File: src/hw/rtl/asc_pkg.sv
// ----------------------------------------------------------------------------
// asc_pkg
// Shared types, widths, reset values and codes for the ABS slip controller.
// ----------------------------------------------------------------------------
package asc_pkg;

    localparam int NUM_WHEELS = 4;
    localparam int SPEED_BITS = 16;
    localparam int THR_BITS   = 8;
    localparam int SLIP_BITS  = SPEED_BITS + THR_BITS;
    localparam int CFG_IDX_BITS  = 3;
    localparam int CFG_DATA_BITS = 16;

    typedef logic [SPEED_BITS-1:0] t_speed;
    typedef logic [THR_BITS-1:0]   t_thr;
    typedef logic [SLIP_BITS-1:0]  t_slip;

    typedef enum logic [1:0] {
        CMD_APPLY   = 2'd0,
        CMD_HOLD    = 2'd1,
        CMD_RELEASE = 2'd2
    } t_brake_cmd;

    // Configuration register indexes
    localparam logic [CFG_IDX_BITS-1:0] CFG_HIGH_THR = 3'd0;
    localparam logic [CFG_IDX_BITS-1:0] CFG_LOW_THR  = 3'd1;
    localparam logic [CFG_IDX_BITS-1:0] CFG_REF_DROP = 3'd2;
    localparam logic [CFG_IDX_BITS-1:0] CFG_MIN_SPD  = 3'd3;
    localparam logic [CFG_IDX_BITS-1:0] CFG_INIT_REF = 3'd4;

    // Reset values
    localparam t_thr   RST_HIGH_THR = 8'd51;
    localparam t_thr   RST_LOW_THR  = 8'd26;
    localparam t_speed RST_REF_DROP = 16'd23;
    localparam t_speed RST_MIN_SPD  = 16'd256;
    localparam t_speed RST_REF      = 16'd0;

    // Control into the reference tracker
    typedef struct packed {
        logic   advance;
        logic   load;
        t_speed load_value;
    } t_trk_ctrl;

endpackage

File: src/hw/rtl/asc_ref_tracker.sv
// ----------------------------------------------------------------------------
// asc_ref_tracker
// Peak-hold reference speed: fastest wheel against the decayed old reference.
// ----------------------------------------------------------------------------
module asc_ref_tracker
    import asc_pkg::*;
(
    input  logic                    i_clk,
    input  logic                    i_rst_n,
    input  t_trk_ctrl               i_ctrl,
    input  t_speed [NUM_WHEELS-1:0] i_wheel,
    input  t_speed                  i_drop,
    input  t_speed                  i_min_speed,
    output t_speed                  o_new_ref,
    output logic                    o_active
);

    t_speed r_ref;
    t_speed w_peak;
    t_speed w_carried;

    always_comb begin
        w_peak = '0;
        for (int i = 0; i < NUM_WHEELS; i++) begin
            if (i_wheel[i] > w_peak) begin
                w_peak = i_wheel[i];
            end
        end
    end

    // Saturate the decay at zero
    assign w_carried = (r_ref > i_drop) ? (r_ref - i_drop) : '0;
    assign o_new_ref = (w_peak > w_carried) ? w_peak : w_carried;
    assign o_active  = (o_new_ref >= i_min_speed);

    always_ff @(posedge i_clk) begin
        if (!i_rst_n) begin
            r_ref <= RST_REF;
        end else if (i_ctrl.load) begin
            r_ref <= i_ctrl.load_value;
        end else if (i_ctrl.advance) begin
            r_ref <= o_new_ref;
        end
    end

endmodule

File: src/hw/rtl/asc_slip_lane.sv
// ----------------------------------------------------------------------------
// asc_slip_lane
// Per-wheel slip classifier: cross-multiplied threshold tests, no division.
// ----------------------------------------------------------------------------
module asc_slip_lane
    import asc_pkg::*;
(
    input  t_speed     i_ref,
    input  t_speed     i_wheel,
    input  logic       i_active,
    input  t_thr       i_high_thr,
    input  t_thr       i_low_thr,
    output t_brake_cmd o_cmd
);

    t_slip w_diff;
    t_slip w_high_lim;
    t_slip w_low_lim;

    // Reference is never below any wheel of the same item
    assign w_diff     = {i_ref - i_wheel, {THR_BITS{1'b0}}};
    assign w_high_lim = SLIP_BITS'(i_high_thr) * SLIP_BITS'(i_ref);
    assign w_low_lim  = SLIP_BITS'(i_low_thr) * SLIP_BITS'(i_ref);

    always_comb begin
        priority if (!i_active) begin
            o_cmd = CMD_HOLD;
        end else if (w_diff > w_high_lim) begin
            o_cmd = CMD_RELEASE;
        end else if (w_diff < w_low_lim) begin
            o_cmd = CMD_APPLY;
        end else begin
            o_cmd = CMD_HOLD;
        end
    end

endmodule

File: src/hw/rtl/asc_result_merge.sv
// ----------------------------------------------------------------------------
// asc_result_merge
// Combine lane commands into one result and hold it in the output register.
// ----------------------------------------------------------------------------
module asc_result_merge
    import asc_pkg::*;
(
    input  logic                        i_clk,
    input  logic                        i_load,
    input  t_speed                      i_ref,
    input  logic                        i_active,
    input  t_brake_cmd [NUM_WHEELS-1:0] i_cmd,
    output t_speed                      o_ref,
    output logic                        o_active,
    output t_brake_cmd [NUM_WHEELS-1:0] o_cmd,
    output logic                        o_any_release
);

    t_speed                      r_ref;
    logic                        r_active;
    t_brake_cmd [NUM_WHEELS-1:0] r_cmd;
    logic                        r_any_release;
    logic                        n_any_release;

    always_comb begin
        n_any_release = 1'b0;
        for (int i = 0; i < NUM_WHEELS; i++) begin
            n_any_release = n_any_release | (i_cmd[i] == CMD_RELEASE);
        end
    end

    always_ff @(posedge i_clk) begin
        if (i_load) begin
            r_ref         <= i_ref;
            r_active      <= i_active;
            r_cmd         <= i_cmd;
            r_any_release <= n_any_release;
        end
    end

    assign o_ref         = r_ref;
    assign o_active      = r_active;
    assign o_cmd         = r_cmd;
    assign o_any_release = r_any_release;

endmodule

File: src/hw/rtl/abs_slip_controller.sv
// ----------------------------------------------------------------------------
// abs_slip_controller
// ABS wheel-slip controller with a peak-hold reference speed.
// ----------------------------------------------------------------------------
// Usage:
//   Input channel (i_valid / o_stall) carries four wheel speeds, Q8.8 m/s.
//   A transaction completes when i_valid is high and o_stall is low.
//   Output channel (o_valid / i_stall) carries the updated reference speed,
//   the control-active flag, one command per wheel and the any-release flag.
//   Configuration channel (i_cfg_valid / o_cfg_ready) writes one register by
//   index; o_cfg_ready is always high. Writing the initial reference index
//   loads the reference state directly. Write configuration only when idle.
//   A result is registered in stage one, then in the output register.
//   Throughput: one transaction per cycle unless the receiver stalls; the
//   reference update (peak of the wheels against the decayed old reference)
//   is combinational; the four slip lanes then work in parallel in stage two.
//   Reset: reference clears to zero, thresholds return to defaults, both
//   pipeline stages empty.
//   Stall: a waiting result holds in the output register while one more
//   transaction is taken into the first stage; o_stall rises only when
//   both stages are full and the receiver still stalls.
// ----------------------------------------------------------------------------
module abs_slip_controller
    import asc_pkg::*;
(
    input  logic                     i_clk,
    input  logic                     i_rst_n,
    // configuration write
    input  logic                     i_cfg_valid,
    output logic                     o_cfg_ready,
    input  logic [CFG_IDX_BITS-1:0]  i_cfg_index,
    input  logic [CFG_DATA_BITS-1:0] i_cfg_data,
    // input channel
    input  logic                     i_valid,
    output logic                     o_stall,
    input  logic [SPEED_BITS-1:0]    i_wheel_speed_0,
    input  logic [SPEED_BITS-1:0]    i_wheel_speed_1,
    input  logic [SPEED_BITS-1:0]    i_wheel_speed_2,
    input  logic [SPEED_BITS-1:0]    i_wheel_speed_3,
    // output channel
    output logic                     o_valid,
    input  logic                     i_stall,
    output logic [SPEED_BITS-1:0]    o_reference_speed_out,
    output logic                     o_control_active,
    output logic [1:0]               o_brake_cmd_0,
    output logic [1:0]               o_brake_cmd_1,
    output logic [1:0]               o_brake_cmd_2,
    output logic [1:0]               o_brake_cmd_3,
    output logic                     o_any_release
);

    // Configuration registers
    t_thr   r_high_thr;
    t_thr   r_low_thr;
    t_speed r_ref_drop;
    t_speed r_min_speed;
    logic   w_cfg_write;

    // Handshake control
    logic   r_s1_valid;
    logic   r_out_valid;
    logic   w_out_free;
    logic   w_s1_move;
    logic   w_in_accept;

    // Stage one payload
    t_speed [NUM_WHEELS-1:0] w_wheel;
    t_speed [NUM_WHEELS-1:0] r_s1_wheel;
    t_speed                  r_s1_ref;
    logic                    r_s1_active;

    t_trk_ctrl               w_trk_ctrl;
    t_speed                  w_new_ref;
    logic                    w_new_active;

    t_brake_cmd [NUM_WHEELS-1:0] w_lane_cmd;
    t_brake_cmd [NUM_WHEELS-1:0] w_out_cmd;

    assign w_wheel[0] = i_wheel_speed_0;
    assign w_wheel[1] = i_wheel_speed_1;
    assign w_wheel[2] = i_wheel_speed_2;
    assign w_wheel[3] = i_wheel_speed_3;

    // Configuration: always ready, unknown indexes drop silently
    assign o_cfg_ready = 1'b1;
    assign w_cfg_write = i_cfg_valid & o_cfg_ready;

    always_ff @(posedge i_clk) begin
        if (!i_rst_n) begin
            r_high_thr  <= RST_HIGH_THR;
            r_low_thr   <= RST_LOW_THR;
            r_ref_drop  <= RST_REF_DROP;
            r_min_speed <= RST_MIN_SPD;
        end else if (w_cfg_write) begin
            unique case (i_cfg_index)
                CFG_HIGH_THR: r_high_thr  <= i_cfg_data[THR_BITS-1:0];
                CFG_LOW_THR:  r_low_thr   <= i_cfg_data[THR_BITS-1:0];
                CFG_REF_DROP: r_ref_drop  <= i_cfg_data[SPEED_BITS-1:0];
                CFG_MIN_SPD:  r_min_speed <= i_cfg_data[SPEED_BITS-1:0];
                default: ;
            endcase
        end
    end

    // Advance the output register when it is empty or being taken; advance
    // stage one into it; take a new transaction whenever stage one frees up.
    assign w_out_free  = !r_out_valid || !i_stall;
    assign w_s1_move   = r_s1_valid && w_out_free;
    assign o_stall     = r_s1_valid && !w_out_free;
    assign w_in_accept = i_valid && !o_stall;

    always_ff @(posedge i_clk) begin
        if (!i_rst_n) begin
            r_s1_valid  <= 1'b0;
            r_out_valid <= 1'b0;
        end else begin
            if (w_in_accept) begin
                r_s1_valid <= 1'b1;
            end else if (w_s1_move) begin
                r_s1_valid <= 1'b0;
            end
            if (w_s1_move) begin
                r_out_valid <= 1'b1;
            end else if (w_out_free) begin
                r_out_valid <= 1'b0;
            end
        end
    end

    // Reference tracker: state advances on each input transaction
    assign w_trk_ctrl.advance    = w_in_accept;
    assign w_trk_ctrl.load       = w_cfg_write && (i_cfg_index == CFG_INIT_REF);
    assign w_trk_ctrl.load_value = i_cfg_data[SPEED_BITS-1:0];

    asc_ref_tracker u_tracker (
        .i_clk       (i_clk),
        .i_rst_n     (i_rst_n),
        .i_ctrl      (w_trk_ctrl),
        .i_wheel     (w_wheel),
        .i_drop      (r_ref_drop),
        .i_min_speed (r_min_speed),
        .o_new_ref   (w_new_ref),
        .o_active    (w_new_active)
    );

    always_ff @(posedge i_clk) begin
        if (w_in_accept) begin
            r_s1_wheel  <= w_wheel;
            r_s1_ref    <= w_new_ref;
            r_s1_active <= w_new_active;
        end
    end

    // One slip lane per wheel
    for (genvar g = 0; g < NUM_WHEELS; g++) begin : g_lane
        asc_slip_lane u_lane (
            .i_ref      (r_s1_ref),
            .i_wheel    (r_s1_wheel[g]),
            .i_active   (r_s1_active),
            .i_high_thr (r_high_thr),
            .i_low_thr  (r_low_thr),
            .o_cmd      (w_lane_cmd[g])
        );
    end

    asc_result_merge u_merge (
        .i_clk         (i_clk),
        .i_load        (w_s1_move),
        .i_ref         (r_s1_ref),
        .i_active      (r_s1_active),
        .i_cmd         (w_lane_cmd),
        .o_ref         (o_reference_speed_out),
        .o_active      (o_control_active),
        .o_cmd         (w_out_cmd),
        .o_any_release (o_any_release)
    );

    assign o_valid       = r_out_valid;
    assign o_brake_cmd_0 = w_out_cmd[0];
    assign o_brake_cmd_1 = w_out_cmd[1];
    assign o_brake_cmd_2 = w_out_cmd[2];
    assign o_brake_cmd_3 = w_out_cmd[3];

endmodule

File: config.mk
export PLATFORM = sky130hd
export DESIGN_NAME = abs_slip_controller
export DESIGN_NICKNAME = d
export VERILOG_FILES = /design/src/hw/rtl/asc_pkg.sv /design/src/hw/rtl/asc_ref_tracker.sv /design/src/hw/rtl/asc_slip_lane.sv /design/src/hw/rtl/asc_result_merge.sv /design/src/hw/rtl/abs_slip_controller.sv
export SDC_FILE = /design/constraint.sdc
export NUM_CORES = 1
export LEC_CHECK = 0
export ABC_CLOCK_PERIOD_IN_PS = 17400
export BUFFER_PORTS_ARGS = -buffer_cell sky130_fd_sc_hd__buf_2
export CELL_PAD_IN_SITES_DETAIL_PLACEMENT = 1
export CELL_PAD_IN_SITES_GLOBAL_PLACEMENT = 2
export CORE_ASPECT_RATIO = 0.7
export CORE_MARGIN = 2
export CORE_UTILIZATION = 40
export DETAILED_ROUTE_END_ITERATION = 6
export PLACE_DENSITY = 0.84
export SYNTH_ARGS = -nofsm -noshare
export SYNTH_HDL_FRONTEND = slang
export SYNTH_SLANG_ARGS = --single-unit
File: constraint.sdc
create_clock -name i_clk -period 17.4 [get_ports i_clk]
set_input_delay 2.61 -clock i_clk [delete_from_list [all_inputs] [get_ports i_clk]]
set_output_delay 2.61 -clock i_clk [all_outputs]
set_load 0.01 [all_outputs]
=== Word-level counts from Yosys, hierarchy flattened ===
Cells that the tools add are included.

* Logic and storage cells: 94
* Input bits: 88
* Register bits after elaboration: 173

* Reduce and logical (&&, ||, !) cells: 17
* Bitwise operators: 3
* Magnitude comparators: 15
* Equal/unequal tests: 8
* Multiply operators: 2
* Multiplexer cells: 24
* Add/subtract/negate cells: 5

{| class="wikitable"
|+ Operator list
! operator !! number
|-
| 2-to-1 mux 16 bit || 8
|-
| greater-than comparator 24 bit || 4
|-
| < comparator 24 bit || 4
|-
| greater-than comparator 16 bit || 5
|-
| subtractor 16 bit || 5
|-
| multiplier 8 x 16 -> 24 bit || 2
|-
| greater-or-equal comparator 16 bit || 1
|-
| greater-than comparator 16 x 1 -> 1 bit (second input constant) || 1
|-
| 2-to-1 mux 2 bit || 8
|-
| == test 2 bit (second input constant) || 4
|-
| 2-to-1 mux 1 bit || 8
|-
| AND reduction 2 bit || 4
|-
| == test 3 x 2 -> 1 bit (second input constant) || 2
|-
| nonzero test 2 bit || 3
|-
| logical AND 1 bit || 4
|-
| zero test 1 bit || 4
|-
| == test 3 x 1 -> 1 bit (second input constant) || 1
|-
| == test 3 bit (second input constant) || 1
|-
| zero test 3 bit || 1
|-
| bitwise OR 1 bit || 3
|-
| logical OR 1 bit || 1
|}

=== Longest topological paths before layout ===
* Depth after elaboration: 12
* Gate-level depth with buffers: 58
* Mapped depth without buffers: 53

=== Cells and area by module ===
Synthesis repeated with hierarchy kept, for this count alone.

* Cells, all modules: 5,510
* Area total of the unflattened synthesis: 48,008.5 um2

{| class="wikitable"
|+ Modules (own cells, without submodules)
! module !! area an instance (um2) !! cells an instance !! instances !! sequential area each (um2)
|-
| asc_slip_lane at g_lane[1].u_lane || 9,598.0 || 1,157 || 1 || 0.0
|-
| asc_slip_lane at g_lane[2].u_lane || 9,555.4 || 1,140 || 1 || 0.0
|-
| asc_slip_lane at g_lane[3].u_lane || 9,505.4 || 1,114 || 1 || 0.0
|-
| asc_slip_lane at g_lane[0].u_lane || 9,491.6 || 1,148 || 1 || 0.0
|-
| asc_ref_tracker || 4,636.9 || 642 || 1 || 320.3
|-
| abs_slip_controller || 4,403.0 || 278 || 1 || 3,433.3
|-
| asc_result_merge || 818.3 || 31 || 1 || 780.7
|}

=== Least setup slack after synthesis ===
OpenSTA, ideal clock, no wires.

* Kind: input to register
* Start point: input port i_wheel_speed_0[13]
* End point: register r_s1_active, data pin
* Arrival time: 12,791 ps
* Data required time: 17,139 ps
* Setup slack: 4,348 ps
* Setup time: 261 ps
* Cell stages on the path: 54
* Buffers on the path: 7
* Path through: inv_1 ha_1 nand4_1 or4_4 a21o_1 a31oi_2 buf_6 clkbuf_1 nor2_1 a21oi_1 ha_1 a21o_1 nand3_1 a21oi_1 a2111oi_0 nand2_1 mux2i_1 nand2_2 [18 not listed] o21ai_0 a211o_1 a21oi_1 clkbuf_1 clkbuf_1 clkbuf_1 o21ai_0 ha_1 a21o_1 a21o_1 a21oi_1 nor2b_1 o21ai_0 nand2b_1 a21oi_1 o21ai_0 nand4_1 a31oi_1

* Word-level cells in the longest chain between the ends: 11

{| class="wikitable"
|+ RTL lines
! item !! RTL line !! source
|-
| start: declaration || abs_slip_controller.sv:36 || <nowiki>input logic [SPEED_BITS-1:0] i_wheel_speed_0,</nowiki>
|-
| greater-than comparator 16 x 1 -> 1 bit || asc_ref_tracker.sv:25 || <nowiki>if (i_wheel[i] > w_peak) begin</nowiki>
|-
| 2-to-1 mux 16 bit (*) || asc_ref_tracker.sv:25 ||
|-
| greater-than comparator 16 bit || asc_ref_tracker.sv:25 ||
|-
| 2-to-1 mux 16 bit (*) || asc_ref_tracker.sv:25 ||
|-
| greater-than comparator 16 bit || asc_ref_tracker.sv:25 ||
|-
| 2-to-1 mux 16 bit (*) || asc_ref_tracker.sv:25 ||
|-
| greater-than comparator 16 bit || asc_ref_tracker.sv:25 ||
|-
| 2-to-1 mux 16 bit (*) || asc_ref_tracker.sv:25 ||
|-
| greater-than comparator 16 bit || asc_ref_tracker.sv:33 || <nowiki>assign o_new_ref = (w_peak > w_carried) ? w_peak : w_carried;</nowiki>
|-
| 2-to-1 mux 16 bit (*) || asc_ref_tracker.sv:33 ||
|-
| net u_tracker.o_new_ref[1] || asc_ref_tracker.sv:14 || <nowiki>output t_speed o_new_ref,</nowiki>
|-
| greater-or-equal comparator 16 bit (*) || asc_ref_tracker.sv:34 || <nowiki>assign o_active = (o_new_ref >= i_min_speed);</nowiki>
|-
| net u_tracker.o_active || asc_ref_tracker.sv:15 || <nowiki>output logic o_active</nowiki>
|-
| end signal: assignment || abs_slip_controller.sv:150 || <nowiki>r_s1_active <= w_new_active;</nowiki>
|-
| end: declaration || abs_slip_controller.sv:70 || <nowiki>logic r_s1_active;</nowiki>
|}

The timed path passes the listed nets; every way through them passes the cells marked *.
A chain may end at the register's enable or synchronous reset.

=== Final worst setup path ===
* Start point: input port i_wheel_speed_0[13]
* End point: register r_s1_active, data pin

* Word-level cells in the longest chain between the ends: 11

{| class="wikitable"
|+ RTL lines
! item !! RTL line
|-
| greater-than comparator 16 x 1 -> 1 bit || asc_ref_tracker.sv:25
|-
| 2-to-1 mux 16 bit (*) || asc_ref_tracker.sv:25
|-
| greater-than comparator 16 bit || asc_ref_tracker.sv:25
|-
| 2-to-1 mux 16 bit (*) || asc_ref_tracker.sv:25
|-
| greater-than comparator 16 bit || asc_ref_tracker.sv:25
|-
| 2-to-1 mux 16 bit (*) || asc_ref_tracker.sv:25
|-
| greater-than comparator 16 bit || asc_ref_tracker.sv:25
|-
| 2-to-1 mux 16 bit (*) || asc_ref_tracker.sv:25
|-
| greater-than comparator 16 bit || asc_ref_tracker.sv:33
|-
| 2-to-1 mux 16 bit (*) || asc_ref_tracker.sv:33
|-
| greater-or-equal comparator 16 bit (*) || asc_ref_tracker.sv:34
|-
| net u_tracker.o_active || asc_ref_tracker.sv:15
|}

Marks and branches as above.

==> results by group <==
Outcome
  – Status: finished, final reports clean

Die
  – # rows: 73
  – Width of the die: 289 um
  – Io pins: 117
  – Die Height: 203 um
  – Die area: 58800 um^2
  – Placeable Area: 56400 um^2
  – Initial Util: 40.3%

Yosys
  – Post-synth cell types: 85
  – Asr flop ratio synth: 0%
  – #FFs+latches synth: 173
  – Sequential fraction of the synthesis area: 19.9%
  – Yosys top cell by area: ha_1
  – Syn Area/Cell: 8.77 um^2
  – Post-synth EDFFs: 107
  – Net Count, Synth: 3223
  – Synth top area share: 20.3%
  – Gate count of the mapped netlist: 2593
  – Synth Flop Type: edfxtp_1
  – Post-Syn Area: 22700 um^2
  – Synth area leaders: ha_1 20%, fa_1 15%, edfxtp_1 14%, inv_1 6.0%, dfxtp_1 5.8%
  – YS warnings: 0

Clock tree
  – TritonCTS clock tree: built
  – CTS H-tree depth: 4
  – Clock tree root buffer cell: clkbuf_16
  – Num CTS Buffers: 17
  – Hold_buf cts: 0
  – Worst-path clk slew: 70 ps
  – Cts repair resizes: 0
  – TritonCTS Sinks: 173
  – Worst-Skew Late Latency: 460 ps
  – Clk buf depth: 2
  – Setup bufs post-CTS: 0

Flow run
  – Max Cap Viol: 0

STA
  – Tcrit/Tclk final: 81.3%
  – PnR worst setup slack: 3260 ps
  – Slew headroom: 2.25%
  – Setup TNS: 0 ps
  – Clock skew: 15.3 ps
  – Worst hold slack: 469 ps
  – Max Transition Viols Final: 0
  – Tmin final: 14140 ps
  – Final setup vio count: 0
  – Final hold viol count: 0
  – Worst Max-Slew Pin Slew: 1450 ps
  – RSZ-0062 raised after global routing: false
  – Fmax: 0.0707 GHz

Layout
  – Layout cell share with drive strength beyond 1: 7.84%
  – Area added between synthesis and finish: 8.72%
  – Most common cell after layout, fill and taps aside: ha_1
  – Commonest non-fill, non-tap cells in the layout: 369 x ha_1, 362 x inv_1, 350 x nand2_1
  – Layout net count: 3308
  – Final Util: 43.8%

Critical path
  – CP Capture Type: flop
  – Critical-path maximum fanout: 32
  – CP peak stage delay: 700 ps
  – WS Path Type: input pin to flop
  – Req. time, crit path: 17600 ps
  – Crit path arrival time: 14340 ps
  – Slowest CP cell: nor4_1
  – CP startpoint kind: input pin
  – Buf/Inv on CP: 7
  – Delay-heaviest family, CP: compound AO/OA/AOI/OAI gates

Global route
  – Global Route Usage Sum: 27.6%
  – Vias in the first global route: 20598
  – Global-route wire length before repair: 122000 um
  – Initial antenna violation count: 2
  – Largest net degree at the start of global routing: 76
  – Gr ovfl total: 0

Drt
  – DRC Markers: 0
  – Initial DRC count: 1256
  – Count of TritonRoute iterations in the first routing pass: 5
  – Vias/cell: 5.63
  – Total vias in the final route: 19392
  – Detail Route Antenna Nets: 0
  – Drt wl/cell: 23.4 um
  – Final WL: 80600 um

Placement
  – Place WS: 2960 ps
  – Gpl congestion: 0.932
  – Dpl hpwl: 65100 um
  – Number of port buffers: 115

Min path
  – Hold WC Path Type: flop to flop
Yosys cell counts (5+ instances only):
master     instances
ha_1             369
inv_1            362
nand2_1          350
fa_1             173
a21oi_1          142
and2_1           115
edfxtp_1         107
nor2_1           103
a21o_1            78
o21ai_0           78
xnor2_1           69
clkbuf_1          68
dfxtp_1           66
nand3_1           58
a21boi_0          42
nor2b_1           38
nand4_1           37
xor2_1            34
nor3_1            33
nand2b_1          25
o21a_1            20
o21bai_1          19
mux2_2            14
mux2i_1           14
and3_1            11
o211ai_1          11
a31oi_1           10
a211oi_1           9
a41o_1             8
a41oi_1            7
o22ai_1            7
or3_1              7
a2111oi_0          6
a211o_1            5
o41ai_1            5
or2_2              5
area by class of cell:
class | instances | area (um^2)
fill | 6684 | 31700
multi-input combinational | 1982 | 16600
sequential | 173 | 4530
inverter | 363 | 1360
tap | 750 | 938
timing repair buffer | 141 | 771
clock buffer | 19 | 433
clock inverter | 13 | 126
antenna | 1 | 2.50
worst register-to-register path, stage by stage (launching register included):
cell and delay (ps):
edfxtp_1 1260, and2_1 280, fa_1 440, ha_1 290
inv_1 50, fa_1 500, fa_1 540, inv_1 40
ha_1 320, o21ai_0 90, nand2b_1 140, a21o_1 210
nor4_1 340, o31ai_1 270, a41o_1 310, or4_1 440
a311oi_1 370, xor2_1 580, ha_1 380, nand2_1 70
nor2_1 60, and3_1 190, nor2b_1 130, a2111oi_0 400
a311o_1 250, nand2_1 70
stage by stage:
stage	cell area [um^2]	instances
after detailed placement	24200	3409
after global placement	24200	3409
after global routing	24700	3441
after CTS	24700	3441
final	24700	3442
after floorplan	22700	2593
registers in the layout, indices dropped and copies added (netlist names):
register and cells:
o_valid 1, r_high_thr 8, r_low_thr 8, r_min_speed 16, r_ref_drop 16, r_s1_active 1
r_s1_ref 16, r_s1_valid 1, r_s1_wheel 64, u_merge.o_active 1, u_merge.o_any_release 1, u_merge.o_cmd 8
u_merge.o_ref 16, u_tracker.r_ref 16
path summary, 6_finish.rpt:
check	startpoint	end	slack, ps	depth (start not counted)
min	r_min_speed[10]	r_min_speed[10]	470	2
max reg2reg	r_s1_ref[4]	u_merge.o_any_release	9120	25
max	i_wheel_speed_0[13]	r_s1_active	3260	53
min reg2reg	r_min_speed[10]	r_min_speed[10]	470	2
logic make-up after synthesis:
group / Yosys count / synth area share [%]
AO/OA/AOI/OAI: 497 / 14.6
XOR/XNOR: 103 / 3.97
adder cells (fa/ha/maj): 542 / 35.5
buffers and inverters: 438 / 7.35
flip-flops: 173 / 19.9
multiplexers: 33 / 1.67
other: 1 / 0.0165
AND/OR/NAND/NOR: 806 / 16.9
per-layer routing:
layer  track usage (%)  vias up  part of all wire [%]
met3              4.45       92                   6.0
met4              6.66        0                   1.9
met5                 0        -                     0
li1                  -     8971                     -
met2              42.4      504                    44
met1              40.3     9825                    49
Power is not shown: default switching activity piles up to over one toggle a cycle in this logic, so the estimate is an artifact.
